--- config.mk ---
export PLATFORM = sky130hd
export DESIGN_NAME = msm_mix
export DESIGN_NICKNAME = d
export VERILOG_FILES = /design/src/msm_pkg.sv /design/src/msm_mix.sv
export SDC_FILE = /design/constraint.sdc
export NUM_CORES = 2
export LEC_CHECK = 0
export ABC_CLOCK_PERIOD_IN_PS = 17300
export CORE_AREA = 2 2 333 302
export DETAILED_ROUTE_END_ITERATION = 12
export DIE_AREA = 0 0 335 304
export DONT_BUFFER_PORTS = 1
export PLACE_DENSITY = 0.52
export SYNTH_ARGS = -nofsm -noshare
export SYNTH_HDL_FRONTEND = slang
export SYNTH_SLANG_ARGS = --single-unit
--- constraint.sdc ---
create_clock -name i_clk -period 17.3 [get_ports i_clk]
set_input_delay 3.46 -clock i_clk [delete_from_list [all_inputs] [get_ports i_clk]]
set_output_delay 3.46 -clock i_clk [all_outputs]
set_load 0.01 [all_outputs]
--- src/msm_pkg.sv ---
`default_nettype none
// ----------------------------------------------------------------------------
// msm_pkg: shared types, constants and arithmetic helpers
// Item structs, CORDIC arctangent table and saturation functions.
// ----------------------------------------------------------------------------
package msm_pkg;

    // CORDIC iteration count (8 .. 24)
    localparam int SINE_ITERATIONS = 16;
    localparam int ATAN_ENTRIES    = 24;
    localparam int CORDIC_STEPS    =
        (SINE_ITERATIONS < ATAN_ENTRIES) ? SINE_ITERATIONS : ATAN_ENTRIES;

    // Q2.30 datapath, with headroom for the rotation gain
    localparam int CORDIC_W = 34;

    localparam logic signed [CORDIC_W-1:0] CORDIC_X0    = 34'sd652032874;
    localparam logic signed [CORDIC_W-1:0] SINE_ROUND   = 34'sd16384;
    localparam logic        [15:0]         EIGHTH_TURN  = 16'h2000;
    localparam logic signed [17:0]         QUARTER_TURN = 18'sd16384;
    localparam logic signed [17:0]         HALF_TURN    = 18'sd32768;
    localparam logic signed [15:0]         SINE_MAX     = 16'sd32767;
    localparam logic signed [15:0]         SINE_MIN     = -16'sd32767;

    typedef logic signed [15:0] t_s16;

    typedef struct packed {
        t_s16        translation_speed;
        logic [15:0] heading_angle;
        t_s16        turn_speed;
    } t_in_item;

    typedef struct packed {
        t_s16 front_left_speed;
        t_s16 front_right_speed;
        t_s16 rear_left_speed;
        t_s16 rear_right_speed;
    } t_out_item;

    typedef struct packed {
        logic signed [CORDIC_W-1:0] x;
        logic signed [CORDIC_W-1:0] y;
        logic signed [CORDIC_W-1:0] z;
    } t_cordic_vec;

    typedef struct packed {
        t_cordic_vec vplus;
        t_cordic_vec vminus;
        t_s16        speed;
        t_s16        turn;
    } t_cordic_item;

    // atan(2^-i) in units of 2^-32 turn
    function automatic logic signed [CORDIC_W-1:0] atan_turn(input int i);
        logic signed [CORDIC_W-1:0] v;
        unique case (i)
            0:       v = 34'sd536870912;
            1:       v = 34'sd316933406;
            2:       v = 34'sd167458907;
            3:       v = 34'sd85004756;
            4:       v = 34'sd42667331;
            5:       v = 34'sd21354465;
            6:       v = 34'sd10679838;
            7:       v = 34'sd5340245;
            8:       v = 34'sd2670163;
            9:       v = 34'sd1335087;
            10:      v = 34'sd667544;
            11:      v = 34'sd333772;
            12:      v = 34'sd166886;
            13:      v = 34'sd83443;
            14:      v = 34'sd41722;
            15:      v = 34'sd20861;
            16:      v = 34'sd10430;
            17:      v = 34'sd5215;
            18:      v = 34'sd2608;
            19:      v = 34'sd1304;
            20:      v = 34'sd652;
            21:      v = 34'sd326;
            22:      v = 34'sd163;
            23:      v = 34'sd81;
            default: v = '0;
        endcase
        return v;
    endfunction

    // fold the angle into [-quarter, +quarter] turn and build the start vector
    function automatic t_cordic_vec cordic_start(input logic [15:0] angle);
        logic signed [17:0] a;
        t_cordic_vec        v;
        a = 18'(signed'(angle));
        if (a > QUARTER_TURN) begin
            a = HALF_TURN - a;
        end else if (a < -QUARTER_TURN) begin
            a = -HALF_TURN - a;
        end
        v.x = CORDIC_X0;
        v.y = '0;
        v.z = CORDIC_W'({a, 16'h0000});
        return v;
    endfunction

    // one rotation step; i is constant at each call site
    function automatic t_cordic_vec cordic_step(input t_cordic_vec v, input int i);
        logic signed [CORDIC_W-1:0] dx;
        logic signed [CORDIC_W-1:0] dy;
        t_cordic_vec                r;
        dx = v.y >>> i;
        dy = v.x >>> i;
        if (!v.z[CORDIC_W-1]) begin
            r.x = v.x - dx;
            r.y = v.y + dy;
            r.z = v.z - atan_turn(i);
        end else begin
            r.x = v.x + dx;
            r.y = v.y - dy;
            r.z = v.z + atan_turn(i);
        end
        return r;
    endfunction

    // Q2.30 to Q1.15 with round half up, clamped symmetric
    function automatic t_s16 sine_q15(input logic signed [CORDIC_W-1:0] y);
        logic signed [CORDIC_W-1:0] sum;
        logic signed [CORDIC_W-16:0] s;
        t_s16                        r;
        sum = y + SINE_ROUND;
        s   = sum[CORDIC_W-1:15];
        if (s > CORDIC_W'(SINE_MAX)) begin
            r = SINE_MAX;
        end else if (s < CORDIC_W'(SINE_MIN)) begin
            r = SINE_MIN;
        end else begin
            r = s[15:0];
        end
        return r;
    endfunction

    function automatic t_s16 sat16(input logic signed [17:0] v);
        t_s16 r;
        if (v > 18'sd32767) begin
            r = 16'sh7fff;
        end else if (v < -18'sd32768) begin
            r = 16'sh8000;
        end else begin
            r = v[15:0];
        end
        return r;
    endfunction

endpackage
`default_nettype wire

--- src/msm_mix.sv ---
`default_nettype none
// ----------------------------------------------------------------------------
// msm_mix: sine rounding, speed scaling and wheel mixing
// Three stages: round/clamp sine, multiply and shift, add turn and saturate.
// ----------------------------------------------------------------------------
module msm_mix (
    input  wire                    i_clk,
    input  wire                    i_rst_n,
    input  wire                    i_valid,
    output logic                   o_stall,
    input  msm_pkg::t_cordic_item  i_item,
    output logic                   o_valid,
    input  wire                    i_stall,
    output msm_pkg::t_out_item     o_item
);
    import msm_pkg::*;

    // stage A: sines
    logic               r_va;
    t_s16               r_sin_plus;
    t_s16               r_sin_minus;
    t_s16               r_speed_a;
    t_s16               r_turn_a;
    // stage B: scaled products
    logic               r_vb;
    logic signed [16:0] r_p_plus;
    logic signed [16:0] r_p_minus;
    t_s16               r_turn_b;
    // stage C: result
    logic               r_vc;
    t_out_item          r_out;

    logic               w_stall_a;
    logic               w_stall_b;
    logic               w_stall_c;
    logic signed [31:0] w_prod_plus;
    logic signed [31:0] w_prod_minus;
    logic signed [17:0] w_p_plus;
    logic signed [17:0] w_p_minus;
    logic signed [17:0] w_turn;
    t_out_item          n_out;

    assign w_stall_c = r_vc && i_stall;
    assign w_stall_b = r_vb && w_stall_c;
    assign w_stall_a = r_va && w_stall_b;
    assign o_stall   = w_stall_a;

    always_ff @(posedge i_clk) begin
        if (!i_rst_n) begin
            r_va <= 1'b0;
            r_vb <= 1'b0;
            r_vc <= 1'b0;
        end else begin
            if (!w_stall_a) r_va <= i_valid;
            if (!w_stall_b) r_vb <= r_va;
            if (!w_stall_c) r_vc <= r_vb;
        end
    end

    always_ff @(posedge i_clk) begin
        if (!w_stall_a && i_valid) begin
            r_sin_plus  <= sine_q15(i_item.vplus.y);
            r_sin_minus <= sine_q15(i_item.vminus.y);
            r_speed_a   <= i_item.speed;
            r_turn_a    <= i_item.turn;
        end
    end

    assign w_prod_plus  = r_speed_a * r_sin_plus;
    assign w_prod_minus = r_speed_a * r_sin_minus;

    // floor shift by 15 is the upper product bits
    always_ff @(posedge i_clk) begin
        if (!w_stall_b && r_va) begin
            r_p_plus  <= w_prod_plus[31:15];
            r_p_minus <= w_prod_minus[31:15];
            r_turn_b  <= r_turn_a;
        end
    end

    assign w_p_plus  = 18'(r_p_plus);
    assign w_p_minus = 18'(r_p_minus);
    assign w_turn    = 18'(r_turn_b);

    always_comb begin
        n_out.front_left_speed  = sat16(w_p_plus + w_turn);
        n_out.front_right_speed = sat16(w_p_minus - w_turn);
        n_out.rear_left_speed   = sat16(w_p_minus + w_turn);
        n_out.rear_right_speed  = sat16(w_p_plus - w_turn);
    end

    always_ff @(posedge i_clk) begin
        if (!w_stall_c && r_vb) begin
            r_out <= n_out;
        end
    end

    assign o_valid = r_vc;
    assign o_item  = r_out;

endmodule
`default_nettype wire

Word level (Yosys, flattened, before mapping). Cells that the tools add are included. W data, S select, Z words.

Register bits: 181. Logic and storage cells: 53. Output and inout bits: 66.

Reductions and logical operators: 11. Muxes and demuxes: 6. $mul: 2. Add/subtract/negate cells: 6. $lt $le $gt $ge: 12.

Operators by type and width (count): $mux W16 (6); $gt A18 B16 Y1 const B (4); $lt A18 B16 Y1 const B (4); $add A34 B16 Y34 const B (2); $mul A16 B16 Y32 (2); $gt A19 B16 Y1 const B (2); $lt A19 B16 Y1 const B (2); $add A17 B16 Y18 (2); $sub A17 B16 Y18 (2); $logic_and A1 B1 Y1 (6); $reduce_or A2 Y1 (2); $logic_not A1 Y1 (3).

Logic depth before layout (Yosys ltp).
Depth after elaboration: 5. Mapped depth: 24. Depth with buffers taken out: 23.

Least setup slack after synthesis. No wires, ideal clock.

Path kind: input to register. Start: in i_stall. End: reg r_out (netlist bit o_item[0]) (enable). Arrival time: 8.129 ns. Path buffers: 0. Setup slack: 8.588 ns. Stages on the path: 1. Cells stage by stage: a21boi_0.

Word-level cells in the longest chain between the ends: 3.

Ends and longest elaborated chain: from (decl) (line msm_mix.sv:13) `input wire i_stall,`; $logic_and A1 B1 Y1 (line msm_mix.sv:43) `assign w_stall_c = r_vc && i_stall;`; $logic_not A1 Y1 (line msm_mix.sv:93) `if (!w_stall_c && r_vb) begin`; $logic_and A1 B1 Y1 (line msm_mix.sv:93); to (signal assigned) (line msm_mix.sv:94) `r_out <= n_out;`; to (decl) (line msm_mix.sv:31) `t_out_item r_out;`.

No other way between the ends. A chain may end at the register's enable or synchronous reset.

Final worst setup path.
Start: reg r_sin_minus[4]. End: reg r_p_minus[11] (data pin).

Word-level cells in the longest chain between the ends: 1.

Ends and longest elaborated chain: from (decl) (line msm_mix.sv:21) `t_s16 r_sin_minus;`; from (signal assigned) (line msm_mix.sv:63) `r_sin_minus <= sine_q15(i_item.vminus.y);`; $mul A16 B16 Y32 (line msm_mix.sv:70) `assign w_prod_minus = r_speed_a * r_sin_minus;`; via w_prod_minus[26] (line msm_mix.sv:37) `logic signed [31:0] w_prod_minus;`; to (signal assigned) (line msm_mix.sv:76) `r_p_minus <= w_prod_minus[31:15];`; to (decl) (line msm_mix.sv:27) `logic signed [16:0] r_p_minus;`.

The timed path passes the listed nets, and every way through them passes these cells.

==> results.sh <==
export IMPL_syn_inst=3014
export IMPL_layout_commonest_cell="inv_1"
export IMPL_drc=0
export IMPL_worstMarginPinSlew_ns=1.28
export IMPL_end_kind="register"
export IMPL_hold_viol=0
export IMPL_start_util=0.296
export IMPL_mostFrequentLayoutCells="inv_1, fa_1, nand2_1"
export IMPL_track_usage=0.149
export IMPL_criticalPathCategory="reg -> reg"
export IMPL_synth_area_um2=29300
export IMPL_fin_crit_sh=0.433
export IMPL_regToRegSetupSlack_ns=9.81
export IMPL_rr_worst_depth=19
export IMPL_gr_total_overflow=0
export IMPL_arrival_ns=7.71
export IMPL_grt_pass1_vias=20800
export IMPL_die_w_um=335
export IMPL_holdPathEnd="r_turn_b[8]"
export IMPL_finalWeightedCongestion=0.841
export IMPL_r2r_start="r_sin_minus[4]"
export IMPL_cts_sinks=181
export IMPL_finalSetupViolCount=0
export IMPL_cts_root_buffer="clkbuf_16"
export IMPL_syn_num_nets=4008
export IMPL_avgViaCountPerCell=4.61
export IMPL_syn_avg_cell_area_um2=9.72
export IMPL_status="complete, no violations"
export IMPL_skew_ns=0.0242
export IMPL_cts_setup_buffers=0
export IMPL_synth_main_ff_cell="edfxtp_1"
export IMPL_dp_hpwl_mm=56.1
export IMPL_ys_seq_elements=181
export IMPL_cap_violations=0
export IMPL_max_slew_margin_rel=0.145
export IMPL_synth_seq_area_share=0.184
export IMPL_antenna_found_initial=6
export IMPL_area_growth_pct=6.78
export IMPL_dr_first_iter_drc_count=1158
export IMPL_die_area_um2=102000
export IMPL_cts_max_level=4
export IMPL_finalCriticalPeriod_ns=7.49
export IMPL_drtAntennaViolNets=0
export IMPL_path_clk_slew_ns=0.08
export IMPL_min_from="r_turn_a[8]"
export IMPL_nFillCells=10284
export IMPL_report_final_slew_viol_count=0
export IMPL_grt_pass1_wl_mm=118
export IMPL_synth_distinct_cells=77
export IMPL_vias=19526
export IMPL_worstSetupStartpointType="register"
export IMPL_synthArstFlopShare=0
export IMPL_numCtsBuffers=17
export IMPL_synth_edf_count=178
export IMPL_layout_nets=3930
export IMPL_wl_per_cell_um=17.1
export IMPL_wirelength_mm=72.5
export IMPL_multi_input_area_um2=20900
export IMPL_fmax_ghz=0.133
export IMPL_grt_max_degree=65
export IMPL_worstReg2RegEnd="r_p_minus[11]"
export IMPL_setup_tns_ns=0
export IMPL_row_count=110
export IMPL_holdBufCountCts=0
export IMPL_clock_path_buffers=2
export IMPL_required_ns=17.51
export IMPL_cts_tree="done"
export IMPL_seq_area_um2=5410
export IMPL_cts_resized=0
export IMPL_yosysWarnings=0
export IMPL_chipHeight_um=304
export IMPL_crit_fanout=16
export IMPL_ioPinCount=306
export IMPL_hold_depth=0
export IMPL_rsz0062_at_grt="no"
export IMPL_firstDrtPassIters=5
export IMPL_holdCritPathClass="reg -> reg"
export IMPL_layout_drive_gt1_share=0.0292
export IMPL_clk_latency_ns=0.50
export IMPL_core_area_um2=98800
export IMPL_port_buffers=0
worst max-delay path by stage:
stage                   start       endpoint  slack (ns)  cells after the start
2_1_floorplan         i_stall      o_item[0]        8.59                      1
3_3_place_gp   r_sin_minus[4]  r_p_minus[16]        9.84                     19
3_5_place_dp   r_sin_minus[4]  r_p_minus[16]        9.81                     19
4_1_cts        r_sin_minus[4]  r_p_minus[11]        9.79                     19
5_1_grt        r_sin_minus[4]  r_p_minus[16]        9.41                     19
6_report       r_sin_minus[4]  r_p_minus[11]        9.81                     19
final cells by class:
type | count | share of cell area
flip-flops and latches | 181 | 0.173
diodes | 2 | 0.000160
well taps | 1288 | 0.0515
clock inverters | 15 | 0.00648
multi-input cells | 2046 | 0.670
inverters | 664 | 0.0797
repair buffers | 26 | 0.00624
clock buffers | 17 | 0.0136
synth_stat cells, drive strengths merged, types with 14 or more instances:
library cell	number	area share
nor2b	14	0.0030
clkbuf	111	0.014
xnor2	95	0.028
fa	526	0.36
nor3	20	0.0034
and2	246	0.053
o21ai	119	0.020
inv	663	0.085
and3	18	0.0038
nand3	28	0.0048
a21oi	88	0.015
nand2	284	0.036
xor2	44	0.013
a21o	35	0.0090
ha	228	0.097
edfxtp	178	0.18
nor2	98	0.013
o21bai	17	0.0044
nand2b	37	0.0079
state kept, by name (all words and copies together), names as in the netlist:
signal / flops
r_p_minus: 17
r_turn_a: 16
o_valid: 1
r_speed_a: 16
r_vb: 1
o_item: 64
r_va: 1
r_turn_b: 16
r_p_plus: 17
r_sin_minus: 16
r_sin_plus: 16
metal layers:
metal,global-route usage,routed length (µm),vias up
li1,-,-,9161
met1,0.200,33100,9973
met2,0.254,35400,317
met3,0.0237,2750,69
met4,0.0335,1210,6
met5,0,34,-
worst max-delay path: stages, from the launching register on:
cell and delay, ns:
edfxtp_1 0.92, nand2_1 0.27, fa_1 0.59, inv_1 0.07, fa_1 1.00, fa_1 0.53, fa_1 0.50, fa_1 0.55
inv_1 0.06, fa_1 0.54, inv_1 0.05, ha_1 0.34, a21o_1 0.22, a21o_1 0.18, or3_1 0.34, o21ba_2 0.26
a21o_1 0.21, a21o_1 0.20, a211oi_1 0.24, a2111oi_0 0.12
kinds of logic after synthesis:
| group | count (synthesis) | synth area share |
|---|---|---|
| simple gates | 796 | 0.137 |
| compound gates | 355 | 0.0785 |
| fa+ha+maj | 754 | 0.457 |
| xor+xnor | 139 | 0.0416 |
| mux | 2 | 0.000683 |
| buf+inv | 787 | 0.101 |
| flops | 181 | 0.184 |
through the flow:
stage / worst slack [ns] / hold slack [ns] / util / std cells / area (µm²)
finish: 9.81 / 0.415 / 0.317 / 4239 / 31300
global route: 9.41 / 0.423 / 0.317 / 4238 / 31300
CTS: 9.79 / 0.420 / 0.317 / 4237 / 31300
detailed placement: 9.81 / 0.406 / 0.310 / 4205 / 30700
global placement: 9.84 / 0.402 / 0.310 / 4205 / 30700
floorplan: 8.59 / 0.400 / - / 3014 / 29300
Power is not shown: default switching activity piles up to over one toggle a cycle in this logic, so the estimate is an artifact.
