[config.mk]
export PLATFORM = sky130hd
export DESIGN_NAME = msm_fold
export DESIGN_NICKNAME = d
export VERILOG_FILES = /design/src/msm_pkg.sv /design/src/msm_fold.sv
export SDC_FILE = /design/constraint.sdc
export NUM_CORES = 1
export LEC_CHECK = 0
export CAP_MARGIN = 20
export CORE_MARGIN = 10
export CORE_UTILIZATION = 35
export DETAILED_ROUTE_END_ITERATION = 6
export DONT_BUFFER_PORTS = 1
export PLACE_DENSITY_LB_ADDON = 0.2
export SYNTH_ARGS = -nofsm -noshare
export SYNTH_HDL_FRONTEND = slang
export SYNTH_SLANG_ARGS = --single-unit
[constraint.sdc]
create_clock -name i_clk -period 5.2 [get_ports i_clk]
set_input_delay 0.78 -clock i_clk [delete_from_list [all_inputs] [get_ports i_clk]]
set_output_delay 0.78 -clock i_clk [all_outputs]
set_load 0.005 [all_outputs]
[src/msm_pkg.sv]
`default_nettype none
// ----------------------------------------------------------------------------
// msm_pkg: shared types, constants and arithmetic helpers
// Item structs, CORDIC arctangent table and saturation functions.
// ----------------------------------------------------------------------------
package msm_pkg;

    // CORDIC iteration count (8 .. 24)
    localparam int SINE_ITERATIONS = 16;
    localparam int ATAN_ENTRIES    = 24;
    localparam int CORDIC_STEPS    =
        (SINE_ITERATIONS < ATAN_ENTRIES) ? SINE_ITERATIONS : ATAN_ENTRIES;

    // Q2.30 datapath, with headroom for the rotation gain
    localparam int CORDIC_W = 34;

    localparam logic signed [CORDIC_W-1:0] CORDIC_X0    = 34'sd652032874;
    localparam logic signed [CORDIC_W-1:0] SINE_ROUND   = 34'sd16384;
    localparam logic        [15:0]         EIGHTH_TURN  = 16'h2000;
    localparam logic signed [17:0]         QUARTER_TURN = 18'sd16384;
    localparam logic signed [17:0]         HALF_TURN    = 18'sd32768;
    localparam logic signed [15:0]         SINE_MAX     = 16'sd32767;
    localparam logic signed [15:0]         SINE_MIN     = -16'sd32767;

    typedef logic signed [15:0] t_s16;

    typedef struct packed {
        t_s16        translation_speed;
        logic [15:0] heading_angle;
        t_s16        turn_speed;
    } t_in_item;

    typedef struct packed {
        t_s16 front_left_speed;
        t_s16 front_right_speed;
        t_s16 rear_left_speed;
        t_s16 rear_right_speed;
    } t_out_item;

    typedef struct packed {
        logic signed [CORDIC_W-1:0] x;
        logic signed [CORDIC_W-1:0] y;
        logic signed [CORDIC_W-1:0] z;
    } t_cordic_vec;

    typedef struct packed {
        t_cordic_vec vplus;
        t_cordic_vec vminus;
        t_s16        speed;
        t_s16        turn;
    } t_cordic_item;

    // atan(2^-i) in units of 2^-32 turn
    function automatic logic signed [CORDIC_W-1:0] atan_turn(input int i);
        logic signed [CORDIC_W-1:0] v;
        unique case (i)
            0:       v = 34'sd536870912;
            1:       v = 34'sd316933406;
            2:       v = 34'sd167458907;
            3:       v = 34'sd85004756;
            4:       v = 34'sd42667331;
            5:       v = 34'sd21354465;
            6:       v = 34'sd10679838;
            7:       v = 34'sd5340245;
            8:       v = 34'sd2670163;
            9:       v = 34'sd1335087;
            10:      v = 34'sd667544;
            11:      v = 34'sd333772;
            12:      v = 34'sd166886;
            13:      v = 34'sd83443;
            14:      v = 34'sd41722;
            15:      v = 34'sd20861;
            16:      v = 34'sd10430;
            17:      v = 34'sd5215;
            18:      v = 34'sd2608;
            19:      v = 34'sd1304;
            20:      v = 34'sd652;
            21:      v = 34'sd326;
            22:      v = 34'sd163;
            23:      v = 34'sd81;
            default: v = '0;
        endcase
        return v;
    endfunction

    // fold the angle into [-quarter, +quarter] turn and build the start vector
    function automatic t_cordic_vec cordic_start(input logic [15:0] angle);
        logic signed [17:0] a;
        t_cordic_vec        v;
        a = 18'(signed'(angle));
        if (a > QUARTER_TURN) begin
            a = HALF_TURN - a;
        end else if (a < -QUARTER_TURN) begin
            a = -HALF_TURN - a;
        end
        v.x = CORDIC_X0;
        v.y = '0;
        v.z = CORDIC_W'({a, 16'h0000});
        return v;
    endfunction

    // one rotation step; i is constant at each call site
    function automatic t_cordic_vec cordic_step(input t_cordic_vec v, input int i);
        logic signed [CORDIC_W-1:0] dx;
        logic signed [CORDIC_W-1:0] dy;
        t_cordic_vec                r;
        dx = v.y >>> i;
        dy = v.x >>> i;
        if (!v.z[CORDIC_W-1]) begin
            r.x = v.x - dx;
            r.y = v.y + dy;
            r.z = v.z - atan_turn(i);
        end else begin
            r.x = v.x + dx;
            r.y = v.y - dy;
            r.z = v.z + atan_turn(i);
        end
        return r;
    endfunction

    // Q2.30 to Q1.15 with round half up, clamped symmetric
    function automatic t_s16 sine_q15(input logic signed [CORDIC_W-1:0] y);
        logic signed [CORDIC_W-1:0] sum;
        logic signed [CORDIC_W-16:0] s;
        t_s16                        r;
        sum = y + SINE_ROUND;
        s   = sum[CORDIC_W-1:15];
        if (s > CORDIC_W'(SINE_MAX)) begin
            r = SINE_MAX;
        end else if (s < CORDIC_W'(SINE_MIN)) begin
            r = SINE_MIN;
        end else begin
            r = s[15:0];
        end
        return r;
    endfunction

    function automatic t_s16 sat16(input logic signed [17:0] v);
        t_s16 r;
        if (v > 18'sd32767) begin
            r = 16'sh7fff;
        end else if (v < -18'sd32768) begin
            r = 16'sh8000;
        end else begin
            r = v[15:0];
        end
        return r;
    endfunction

endpackage
`default_nettype wire

[src/msm_fold.sv]
`default_nettype none
// ----------------------------------------------------------------------------
// msm_fold: input stage
// Offsets the heading by an eighth turn both ways and folds each angle
// into the CORDIC start vector.
// ----------------------------------------------------------------------------
module msm_fold (
    input  wire                    i_clk,
    input  wire                    i_rst_n,
    input  wire                    i_valid,
    output logic                   o_stall,
    input  msm_pkg::t_in_item      i_item,
    output logic                   o_valid,
    input  wire                    i_stall,
    output msm_pkg::t_cordic_item  o_item
);
    import msm_pkg::*;

    logic         r_valid;
    t_cordic_item r_item;
    t_cordic_item n_item;
    logic         w_load;

    assign o_stall = r_valid && i_stall;
    assign w_load  = !o_stall;

    always_comb begin
        n_item.vplus  = cordic_start(i_item.heading_angle + EIGHTH_TURN);
        n_item.vminus = cordic_start(i_item.heading_angle - EIGHTH_TURN);
        n_item.speed  = i_item.translation_speed;
        n_item.turn   = i_item.turn_speed;
    end

    always_ff @(posedge i_clk) begin
        if (!i_rst_n) begin
            r_valid <= 1'b0;
        end else if (w_load) begin
            r_valid <= i_valid;
        end
    end

    always_ff @(posedge i_clk) begin
        if (w_load && i_valid) begin
            r_item <= n_item;
        end
    end

    assign o_valid = r_valid;
    assign o_item  = r_item;

endmodule
`default_nettype wire

* Word level (Yosys, flattened, before mapping)
Cells that the tools add are included.
** Cells by class
- $add $sub $neg :: 6
- Magnitude comparators :: 4
- Multiplexer cells :: 4
- Reduce and logical (&&, ||, !) cells :: 3
** Operator list (count)
- $mux 18 :: 4
- $sub 17x16->18 const A :: 2
- $sub 16x16->17 const A :: 2
- $gt 16x16->1 const B :: 2
- $lt 16x15->1 const B :: 2
- $add 16x14->16 const B :: 1
- $sub 16x14->16 const B :: 1
- $logic_and 1x1->1 :: 2
- $logic_not 1->1 :: 1
** Word-level totals
- Bits in registers :: 69
- Input port bits :: 52
- Output and inout port bits :: 238

* Longest topological paths before layout
Gate-level depths: netlist of run 1.
- Word-level depth :: 4
- Gate-level depth with buffers :: 7

* Worst setup path after synthesis of run 1
No wires, ideal clock.
- Kind :: input to register
- Start point :: input port i_stall
- End point :: register r_item (netlist bit o_item[0]), enable pin
- Arrival time :: 3957 ps
- Setup slack :: 743 ps
- Cell stages on the path :: 2
- Buffers on the path :: 0
- Cells stage by stage :: and2_1 nor2b_1
** Between the ends
- Word-level cells in the longest chain between the ends :: 3
** Ends and longest elaborated chain
- start: declaration :: line msm_fold.sv:14 : input wire i_stall,
- $logic_and 1x1->1 :: line msm_fold.sv:24 : assign o_stall = r_valid && i_stall;
- $logic_not 1->1 :: line msm_fold.sv:25 : assign w_load = !o_stall;
- $logic_and 1x1->1 :: line msm_fold.sv:43 : if (w_load && i_valid) begin
- end signal: assignment :: line msm_fold.sv:44 : r_item <= n_item;
- end: declaration :: line msm_fold.sv:20 : t_cordic_item r_item;
No other way between the ends.
A chain may end at the register's enable or synchronous reset.

==> results.md, run 1 <==
* Worst Setup End Kind: flop
* Post-synthesis area per instance at 11.7 µm²
* Syn Inst Count at 360
* Drt total wl at 9320 µm
* Endpoints failing setup at 0
* Die Wd at 130 µm
* Pins Over Slew Limit at 0
* Largest cells by area after synthesis: edfxtp_1, buf_4, xnor2_1
* Post-Synth Simple-Gate Area at 0.0789
* Post-Synth XOR/XNOR Area at 0.0635
* Post-synth top area share at 0.477
* Ordered list of cells on the worst path: inv_1, ha_1, xnor2_1, o21ai_0, xnor2_1
* Worst Hold Class: in2reg
* Die Span Y at 130 µm
* CTS Sinks at 68
* H-tree levels at 3
* Drt wl/cell at 18.2 µm
* Req. time, crit path at 5.27 ns
* FILL cells at 1196
* Worst IR Drop VDD at 0.000131 V
* CTS buffer count at 9
* Seq cells post-synth at 68
* Fmax achieved at 0.375 GHz
* Count of cell types in the netlist at 45
* Area fraction in compound gates after synthesis at 0.0383
* Hold-fix buffers at CTS at 0
* Ys flop type: edfxtp_1
* Logic gate share of total power at 0.118
* Worst Path Max Fanout at 13
* Share of cells above drive strength 1 at 0.0683
* Min Tclk post-route at 2.67 ns
* Final TNS setup at 0 ns
* WP data arrival at 2.74 ns
* Net Switching at 0.000339 W
* Slew @ Worst Pin at 1.12 ns
* Critical path class: in2reg
* # DRC at 0
* Initial Util at 0.354
* Setup crit start kind: input port
* Total Routing Usage GR at 0.0966
* CP max stage cell: xnor2_1
* Post-DP HPWL at 7510 µm
* Total power draw at 0.00140 W
* # rows at 40
* M2 GR Usage at 0.162
* GR Layer Usage met3 at 0.0499
* Critical path's most frequent cell: xnor2_1
* Max-cap viol count at 0
* Largest net degree at the start of global routing at 68
* Grt ovf at 0
* # IOs at 290
* GR peak layer: met2
* Clock Pin Slew Worst Setup and Hold Paths at 0.05 ns
* Pint at 0.00106 W
* PwrDens at 353 mW/mm²
* DR pass1 iterations at 4
* Async set or reset register ratio after synthesis at 0
* Synth Area in Adders at 0.0119
* Core Box Area at 0.0119 mm²
* Vias per cell at 3.77
* Post_cts resized at 0
* Clock power frac at 0.373
* CTS tree: done
* Synth top cells by count: buf_4, edfxtp_1, xnor2_1, nand3_1, nand2_1
* First-pass GRT wire length at 12000 µm
* RSZ-0062 raised after global routing: no
* Clk Latency, worst-skew pair at 0.32 ns
* Max transition margin at 0.249
* Vias in the first global route at 2074
* Met1 usage in global routing at 0.0962
* GP Congestion at 0.745
* Final Hold Vio Count at 0
* Clock tree buffer depth at 2
* Antenna cells at 0
* Multiplexer area fraction after synthesis at 0.00267
* Post-Syn Area at 0.00422 mm²
* CP max stage delay at 0.95 ns
* Nets at 417
* Synth warn at 0
* Skew final at 0.00595 ns
* Final period utilization at 0.513
* Routed Antenna Nets at 0
* Pleak at 1.65 nW
* Vias at 1934
* Sw Ratio at 0.242
* Leading area contributor after synthesis: edfxtp_1
* Reg2Reg Setup Slack at 3.51 ns
* Initial antenna violation count at 0
* CTS root buf: clkbuf_16
* Most frequent cell after synthesis: buf_4
* Reg power frac at 0.509
* Largest family of logic cells by synthesized area: buffers and inverters
* Buffers on Ports at 0
* Syn-to-layout area delta at -6.05%
* Number of DRC markers in iteration 0 at 66
* Status: finished clean
* Setup bufs post-CTS at 0
* Final core occ at 0.333
* Sequential share of the synthesized area at 0.482
* Number of synthesized flops with an enable pin at 67
* Die area at 0.0168 mm²
[registers in the layout, summed over array words and instances (netlist names)]
name     flops
o_item      67
o_valid      1
[worst max-delay path: cells and delay by family]
family | cells | cell delay [ns]
xor+xnor | 2 | 1.15
fa+ha+maj | 1 | 0.47
compound gates | 1 | 0.28
buf+inv | 1 | 0.05
[power groups by stage]
stage,Combinational [W],Sequential (W),Clock (W)
floorplan,0.000238,0.000708,0
global placement,0.000159,0.000727,0
detailed placement,0.000159,0.000726,0
CTS,0.000161,0.000716,0.000545
global route,0.000190,0.000718,0.000568
finish,0.000165,0.000712,0.000521
[placed cells by master (no fill, tap or decap), types with 3 or more instances in the layout]
cell type | Yosys | final
inv_1 | 7 | 7
clkbuf_1 | 1 | 7
nand3b_1 | 3 | 3
a21oi_1 | 4 | 4
a31oi_1 | 4 | 4
ha_1 | 4 | 4
nor2_1 | 7 | 7
clkbuf_16 | 0 | 9
nand2_1 | 9 | 9
conb_1 | 2 | 168
o21ai_0 | 3 | 3
edfxtp_1 | 67 | 67
xnor2_1 | 25 | 25
nand3_1 | 12 | 12
[worst paths after layout]
| check | startpoint | endpoint | cells past startpoint |
|---|---|---|---|
| max | i_item[29] | o_item[59] | 5 |
| min | i_item[42] | o_item[26] | 0 |
| max reg2reg | o_valid | o_item[8] | 3 |
| min reg2reg | o_valid | o_valid | 2 |
[routing by layer]
metal,vias up,share of wire
met5,-,0
met4,0,0.015
met3,10,0.097
met2,145,0.51
met1,891,0.38
li1,888,-
[cell families (layout without fill, tap and decap cells)]
logic type | after synthesis | in the layout
flops | 68 | 68
mux | 1 | 1
xor+xnor | 28 | 28
buf+inv | 184 | 24
simple gates | 50 | 50
fa+ha+maj | 4 | 4
other cells | 2 | 168
compound gates | 23 | 23
[cell type report]
type,count,area [µm²],area share
Tap cell,147,184,0.0464
Inverter,7,26.3,0.00663
Timing Repair Buffer,1,7.51,0.00189
Sequential cell,68,2030,0.513
Multi-Input combinational cell,274,1460,0.369
Clock buffer,16,251,0.0635
[per-stage QoR]
step	setup slack [ns]	hold WS (ns)	area, µm²	instances
2_1_floorplan	0.743	0.622	4840	526
3_3_place_gp	2.28	0.742	3710	497
3_5_place_dp	2.18	0.758	3710	497
4_1_cts	2.53	0.537	3960	513
5_1_grt	2.45	0.534	3960	513
6_report	2.53	0.551	3960	513
Note: power is estimated with default switching activity, not from simulation.
==> run 2: changes to the inputs <==
==> constraint.sdc (replaced) <==
create_clock -name i_clk -period 2.15 [get_ports i_clk]
set_input_delay 0.3225 -clock i_clk [delete_from_list [all_inputs] [get_ports i_clk]]
set_output_delay 0.3225 -clock i_clk [all_outputs]
set_load 0.005 [all_outputs]
==> run 2 against run 1 <==
Worst setup slack worse by 2.1 ns. Clock power grew to 2.9 times the previous value. Register-to-register slack worse by 2.7 ns. Wire length is 0.54% higher. Total power grew to 2.6 times the previous value. Utilization is 0.98 points higher. Critical path depth stayed put. Die area stayed put. Via count is 2.2% higher. Non-clock buffer count is 5 higher. Critical path type unchanged. Critical endpoint is now o_item[153]. Largest cell class unchanged. Highest routed layer unchanged.
==> results.md, run 2 (synthesized netlist as in run 1, its figures left out) <==
* Syn-to-layout area delta at -3.29% (was -6.05%)
* Setup slack after layout at 0.387 ns (was 2.53 ns)
* Post-DP HPWL at 7840 µm (was 7510 µm)
* Final period utilization at 0.820
* Largest net degree at the start of global routing at 68 (unchanged)
* Min Tclk post-route at 1.76 ns
* Total power draw at 0.00366 W (was 0.00140 W)
* M2 GR Usage at 0.160 (was 0.162)
* Endpoints failing setup at 0 (unchanged)
* Pleak at 1.71 nW (was 1.65 nW)
* CTS buffer count at 9 (unchanged)
* Final Hold Vio Count at 0 (unchanged)
* Slew @ Worst Pin at 0.666 ns (was 1.12 ns)
* Buf+Inv Stages, Crit Path at 0 (was 1)
* Skew final at 0.00456 ns (was 0.00595 ns)
* Hold-fix buffers at CTS at 0 (unchanged)
* Multi-input gate area at 0.00146 mm² (unchanged)
* Req. time, crit path at 2.22 ns (was 5.27 ns)
* Max transition margin at 0.554 (was 0.249)
* Total Routing Usage GR at 0.0983 (was 0.0966)
* # DRC at 0 (unchanged)
* Critical path's most frequent cell: xnor2_2 (was xnor2_1)
* Buffers on Ports at 0 (unchanged)
* Nets at 422 (was 417)
* Worst Path Max Fanout at 13 (unchanged)
* Most common cell after layout, fill and taps aside: conb_1 (unchanged)
* Max-cap viol count at 0 (unchanged)
* Clock Pin Slew Worst Setup and Hold Paths at 0.06 ns (was 0.05 ns)
* # rows at 40 (unchanged)
* Storage cell area at 0.00203 mm² (unchanged)
* # IOs at 290 (unchanged)
* First-pass GRT wire length at 12300 µm (was 12000 µm)
* RSZ-0062 raised after global routing: no (unchanged)
* Final TNS setup at 0 ns (unchanged)
* Met1 usage in global routing at 0.0989 (was 0.0962)
* Clock tree buffer depth at 2 (unchanged)
* GR peak layer: met2 (unchanged)
* Critical path class: in2reg (unchanged)
* CP max stage delay at 0.55 ns (was 0.95 ns)
* Worst IR Drop VDD at 0.000381 V (was 0.000131 V)
* Pins Over Slew Limit at 0 (unchanged)
* CTS Sinks at 68 (unchanged)
* Drt wl/cell at 18.1 µm (was 18.2 µm)
* H-tree levels at 3 (unchanged)
* Die Span Y at 130 µm (unchanged)
* Vias at 1977 (was 1934)
* Setup crit start kind: input port (unchanged)
* Max FFs per register at 67 (unchanged)
* Share of cells above drive strength 1 at 0.0970 (was 0.0683)
* Sw Ratio at 0.235 (was 0.242)
* Vias per cell at 3.82 (was 3.77)
* Ordered list of cells on the worst path: ha_1, xnor2_2, xnor2_2, o311ai_0, xnor2_1 (was inv_1, ha_1, xnor2_1, o21ai_0, xnor2_1)
* FILL cells at 1183 (was 1196)
* CTS tree: done (unchanged)
* Setup bufs post-CTS at 0 (unchanged)
* PwrDens at 898 mW/mm² (was 353 mW/mm²)
* Worst Setup End Kind: flop (unchanged)
* Logic gate share of total power at 0.113 (was 0.118)
* Post_cts resized at 0 (unchanged)
* Antenna cells at 0 (unchanged)
* CP max stage cell: xnor2_2 (was xnor2_1)
* Core Box Area at 0.0119 mm² (unchanged)
* Initial Util at 0.354 (unchanged)
* DR pass1 iterations at 4 (unchanged)
* Die Wd at 130 µm (unchanged)
* GP Congestion at 0.722 (was 0.745)
* Most frequent cells in the layout: conb_1, edfxtp_1, xnor2_1, nand3_1 (unchanged)
* Die area at 0.0168 mm² (unchanged)
* Status: finished clean (unchanged)
* Vias in the first global route at 2075 (was 2074)
* Fmax achieved at 0.567 GHz
* GR Layer Usage met3 at 0.0649 (was 0.0499)
* Number of DRC markers in iteration 0 at 95 (was 66)
* Routed Antenna Nets at 0 (unchanged)
* CP top delay family: XOR/XNOR gates (unchanged)
* Net Switching at 0.000860 W (was 0.000339 W)
* Clk Latency, worst-skew pair at 0.32 ns (about the same)
* Initial antenna violation count at 0 (unchanged)
* Dpl ws at 0.0443 ns (was 2.18 ns)
* Worst Hold Class: in2reg (unchanged)
* Drt total wl at 9370 µm (was 9320 µm)
* CTS root buf: clkbuf_16 (unchanged)
* Pint at 0.00280 W (was 0.00106 W)
* Grt ovf at 0 (unchanged)
* WP data arrival at 1.83 ns (was 2.74 ns)
* Clock power frac at 0.417 (was 0.373)
* Reg power frac at 0.470 (was 0.509)
==> run 2: stage by stage <==
step | utilization | cells | area (µm²) | hold WS [ns]
2_1_floorplan | - | 526 | 4850 | 0.421
3_3_place_gp | 0.316 | 502 | 3760 | 0.421
3_5_place_dp | 0.316 | 502 | 3760 | 0.422
4_1_cts | 0.342 | 518 | 4080 | 0.0747
5_1_grt | 0.342 | 518 | 4080 | 0.0703
6_report | 0.342 | 518 | 4080 | 0.0933
==> run 2: path summary, 6_finish.rpt <==
path         startpoint           to  slack [ns]  depth (start not counted)
max reg2reg     o_valid  o_item[165]        0.82                          3
max          i_item[29]  o_item[153]        0.39                          5
min          i_item[16]   o_item[48]        0.09                          0
min reg2reg     o_valid      o_valid        0.73                          2
==> run 2: power by group through the flow <==
stage,registers [W],logic (W),clock network [W]
3_5_place_dp,0.00176,0.000402,0
2_1_floorplan,0.00171,0.000578,0
6_report,0.00172,0.000413,0.00153
3_3_place_gp,0.00176,0.000400,0
5_1_grt,0.00174,0.000472,0.00165
4_1_cts,0.00173,0.000404,0.00159
==> run 2: cell type report <==
type	count	share of cell area
inverter	7	0.00644
clock inverter	6	0.0218
timing repair buffer	6	0.0141
sequential	68	0.498
multi-input combinational	274	0.358
clock buffer	10	0.0561
tap	147	0.0451
==> run 2: worst reg2reg max path: cells and delay by family (launching register included) <==
family	cells	cell delay [ns]
simple gates	2	0.34
flops	1	0.32
buf+inv	1	0.32
==> run 2: layer usage <==
metal,vias up,share of wire
li1,899,-
met1,912,0.38
met2,162,0.49
met3,4,0.13
met4,0,0.0078
met5,-,0
==> run 3: changes to the inputs <==
==> constraint.sdc (replaced) <==
create_clock -name i_clk -period 1.7 [get_ports i_clk]
set_input_delay 0.255 -clock i_clk [delete_from_list [all_inputs] [get_ports i_clk]]
set_output_delay 0.255 -clock i_clk [all_outputs]
set_load 0.005 [all_outputs]
==> run 3 against run 2 <==
Clock-buffer cell count is 1 lower. Cell count increased by 1.4%. Global-route usage shrank 0.056 points. Critical path type unchanged. Cell area grew 2.1%. Critical endpoint is now o_item[159]. Clock power up 29%. Combinational power up 41%. Die area unchanged. Worst setup slack got worse by 0.20 ns. Wire length increased by 0.59%. Largest power group unchanged.
==> results.md, run 3 (synthesized netlist as in run 1, its figures left out) <==
* Grt ovf at 0 (unchanged)
* Hold-fix buffers at CTS at 0 (unchanged)
* Setup bufs post-CTS at 0 (unchanged)
* GP Congestion at 0.717 (was 0.722)
* Drt wl/cell at 18.0 µm (was 18.1 µm)
* Critical path class: in2reg (unchanged)
* Final Hold Slack at 0.0212 ns (was 0.0933 ns)
* Endpoints failing setup at 0 (unchanged)
* Syn-to-layout area delta at -1.22% (was -3.29%)
* Clock power frac at 0.418 (was 0.417)
* Reg2Reg Setup Slack at 0.40 ns (was 0.82 ns)
* Die area at 0.0168 mm² (unchanged)
* CP top delay family: buffers and inverters (was XOR/XNOR gates)
* Logic gate share of total power at 0.123 (was 0.113)
* Skew final at 0.00662 ns (was 0.00456 ns)
* Die Span Y at 130 µm (unchanged)
* Buffers on Ports at 0 (unchanged)
* Final TNS setup at 0 ns (unchanged)
* Number of DRC markers in iteration 0 at 77 (was 95)
* Die Wd at 130 µm (unchanged)
* # rows at 40 (unchanged)
* CTS root buf: clkbuf_16 (unchanged)
* Pleak at 1.76 nW (was 1.71 nW)
* Initial Util at 0.354 (unchanged)
* CP max stage cell: ha_1 (was xnor2_2)
* Total Routing Usage GR at 0.0978 (was 0.0983)
* # DRC at 0 (unchanged)
* Pint at 0.00360 W (was 0.00280 W)
* Initial antenna violation count at 0 (unchanged)
* PwrDens at 1140 mW/mm² (was 898 mW/mm²)
* CP max stage delay at 0.34 ns (was 0.55 ns)
* Reg power frac at 0.459 (was 0.470)
* Pins Over Slew Limit at 0 (unchanged)
* Fmax achieved at 0.660 GHz
* Nets at 429 (was 422)
* Worst IR Drop VDD at 0.000467 V (was 0.000381 V)
* Core Box Area at 0.0119 mm² (unchanged)
* Min Tclk post-route at 1.51 ns
* Antenna cells at 0 (unchanged)
* DR pass1 iterations at 4 (unchanged)
* Post-DP HPWL at 7850 µm (was 7840 µm)
* Clk Latency, worst-skew pair at 0.33 ns (was 0.32 ns)
* Ordered list of cells on the worst path: inv_1, ha_1, buf_4, xnor2_2, buf_4, o311ai_1, xnor2_1 (was ha_1, xnor2_2, xnor2_2, o311ai_0, xnor2_1)
* Status: finished clean (unchanged)
* Req. time, crit path at 1.76 ns (was 2.22 ns)
* Sw Ratio at 0.240 (was 0.235)
* FILL cells at 1161 (was 1183)
* H-tree levels at 3 (unchanged)
* Vias in the first global route at 2130 (was 2075)
* Worst Setup End Kind: flop (unchanged)
* Largest net degree at the start of global routing at 68 (unchanged)
* Worst Hold Class: in2reg (unchanged)
* Buf+Inv Stages, Crit Path at 3 (was 0)
* Vias at 2018 (was 1977)
* Vias per cell at 3.84 (was 3.82)
* Critical path's most frequent cell: buf_4 (was xnor2_2)
* Storage cell area at 0.00203 mm² (about the same)
* CTS Sinks at 68 (unchanged)
* Most common cell after layout, fill and taps aside: conb_1 (unchanged)
* Clock Pin Slew Worst Setup and Hold Paths at 0.06 ns (about the same)
* CTS buffer count at 9 (unchanged)
* Final period utilization at 0.891
* Max-cap viol count at 0 (unchanged)
* Setup crit start kind: input port (unchanged)
* First-pass GRT wire length at 12300 µm (about the same)
* WP data arrival at 1.58 ns (was 1.83 ns)
* Final Hold Vio Count at 0 (unchanged)
* Multi-input gate area at 0.00148 mm² (was 0.00146 mm²)
* CTS tree: done (unchanged)
* Routed Antenna Nets at 0 (unchanged)
* Share of cells above drive strength 1 at 0.127 (was 0.0970)
* Net Switching at 0.00114 W (was 0.000860 W)
* Final core occ at 0.350 (was 0.342)
* Most frequent cells in the layout: conb_1, edfxtp_1, xnor2_1, nand3_1, buf_4 (was conb_1, edfxtp_1, xnor2_1, nand3_1)
* Worst Path Max Fanout at 9 (was 13)
* Max FFs per register at 67 (unchanged)
* RSZ-0062 raised after global routing: no (unchanged)
* # IOs at 290 (unchanged)
* Drt total wl at 9430 µm (was 9370 µm)
* Clock tree buffer depth at 2 (unchanged)
run 3: final timing paths:
path,startpoint,to,cells after the start
setup / recovery,i_item[29],o_item[159],7
hold / removal,i_item[16],o_item[48],0
setup reg to reg,o_valid,o_item[151],3
hold reg to reg,o_valid,o_valid,2
run 3: layout make-up:
class	count	share of cell area
Clock buffer	9	0.0541
Clock inverter	7	0.0234
Inverter	7	0.00631
Multi-Input combinational cell	274	0.355
Sequential cell	68	0.488
Tap cell	147	0.0441
Timing Repair Buffer	13	0.0294
run 3: what timing repair did:
| item | CTS | global route |
|---|---|---|
| endpoints found under the setup margin | 0 | 1 |
| gates resized for setup | 0 | 1 |
| hold endpoints to repair | 0 | 0 |
run 3: per-stage QoR:
stage	power (W)	area (µm²)	worst slack, ns	instances
floorplan	0.00289	4860	-0.175	526
global placement	0.00279	3840	-0.157	509
detailed placement	0.00279	3840	-0.158	509
CTS	0.00481	4160	0.193	525
global route	0.00497	4170	0.0798	525
finish	0.00474	4170	0.186	525
run 3: power by group through the flow:
stage	Combinational (W)	Sequential [W]	Clock, W
4_1_cts	0.000569	0.00219	0.00205
2_1_floorplan	0.000736	0.00216	0
6_report	0.000582	0.00217	0.00198
5_1_grt	0.000663	0.00219	0.00212
3_3_place_gp	0.000564	0.00222	0
3_5_place_dp	0.000568	0.00222	0
run 3: metal layers:
layer / vias to the layer above / share of wire / global-route usage / wire length, µm
li1: 917 / - / - / -
met1: 915 / 0.36 / 0.101 / 3420
met2: 179 / 0.48 / 0.156 / 4520
met3: 7 / 0.15 / 0.0621 / 1410
met4: 0 / 0.0086 / 0.0397 / 81
met5: - / 0 / 0 / 0
run 3: worst reg2reg max path: stages, from the launching register on:
cell     delay (ns)
dfxtp_2        0.32
and2_4         0.15
nor2b_4        0.13
buf_12         0.32
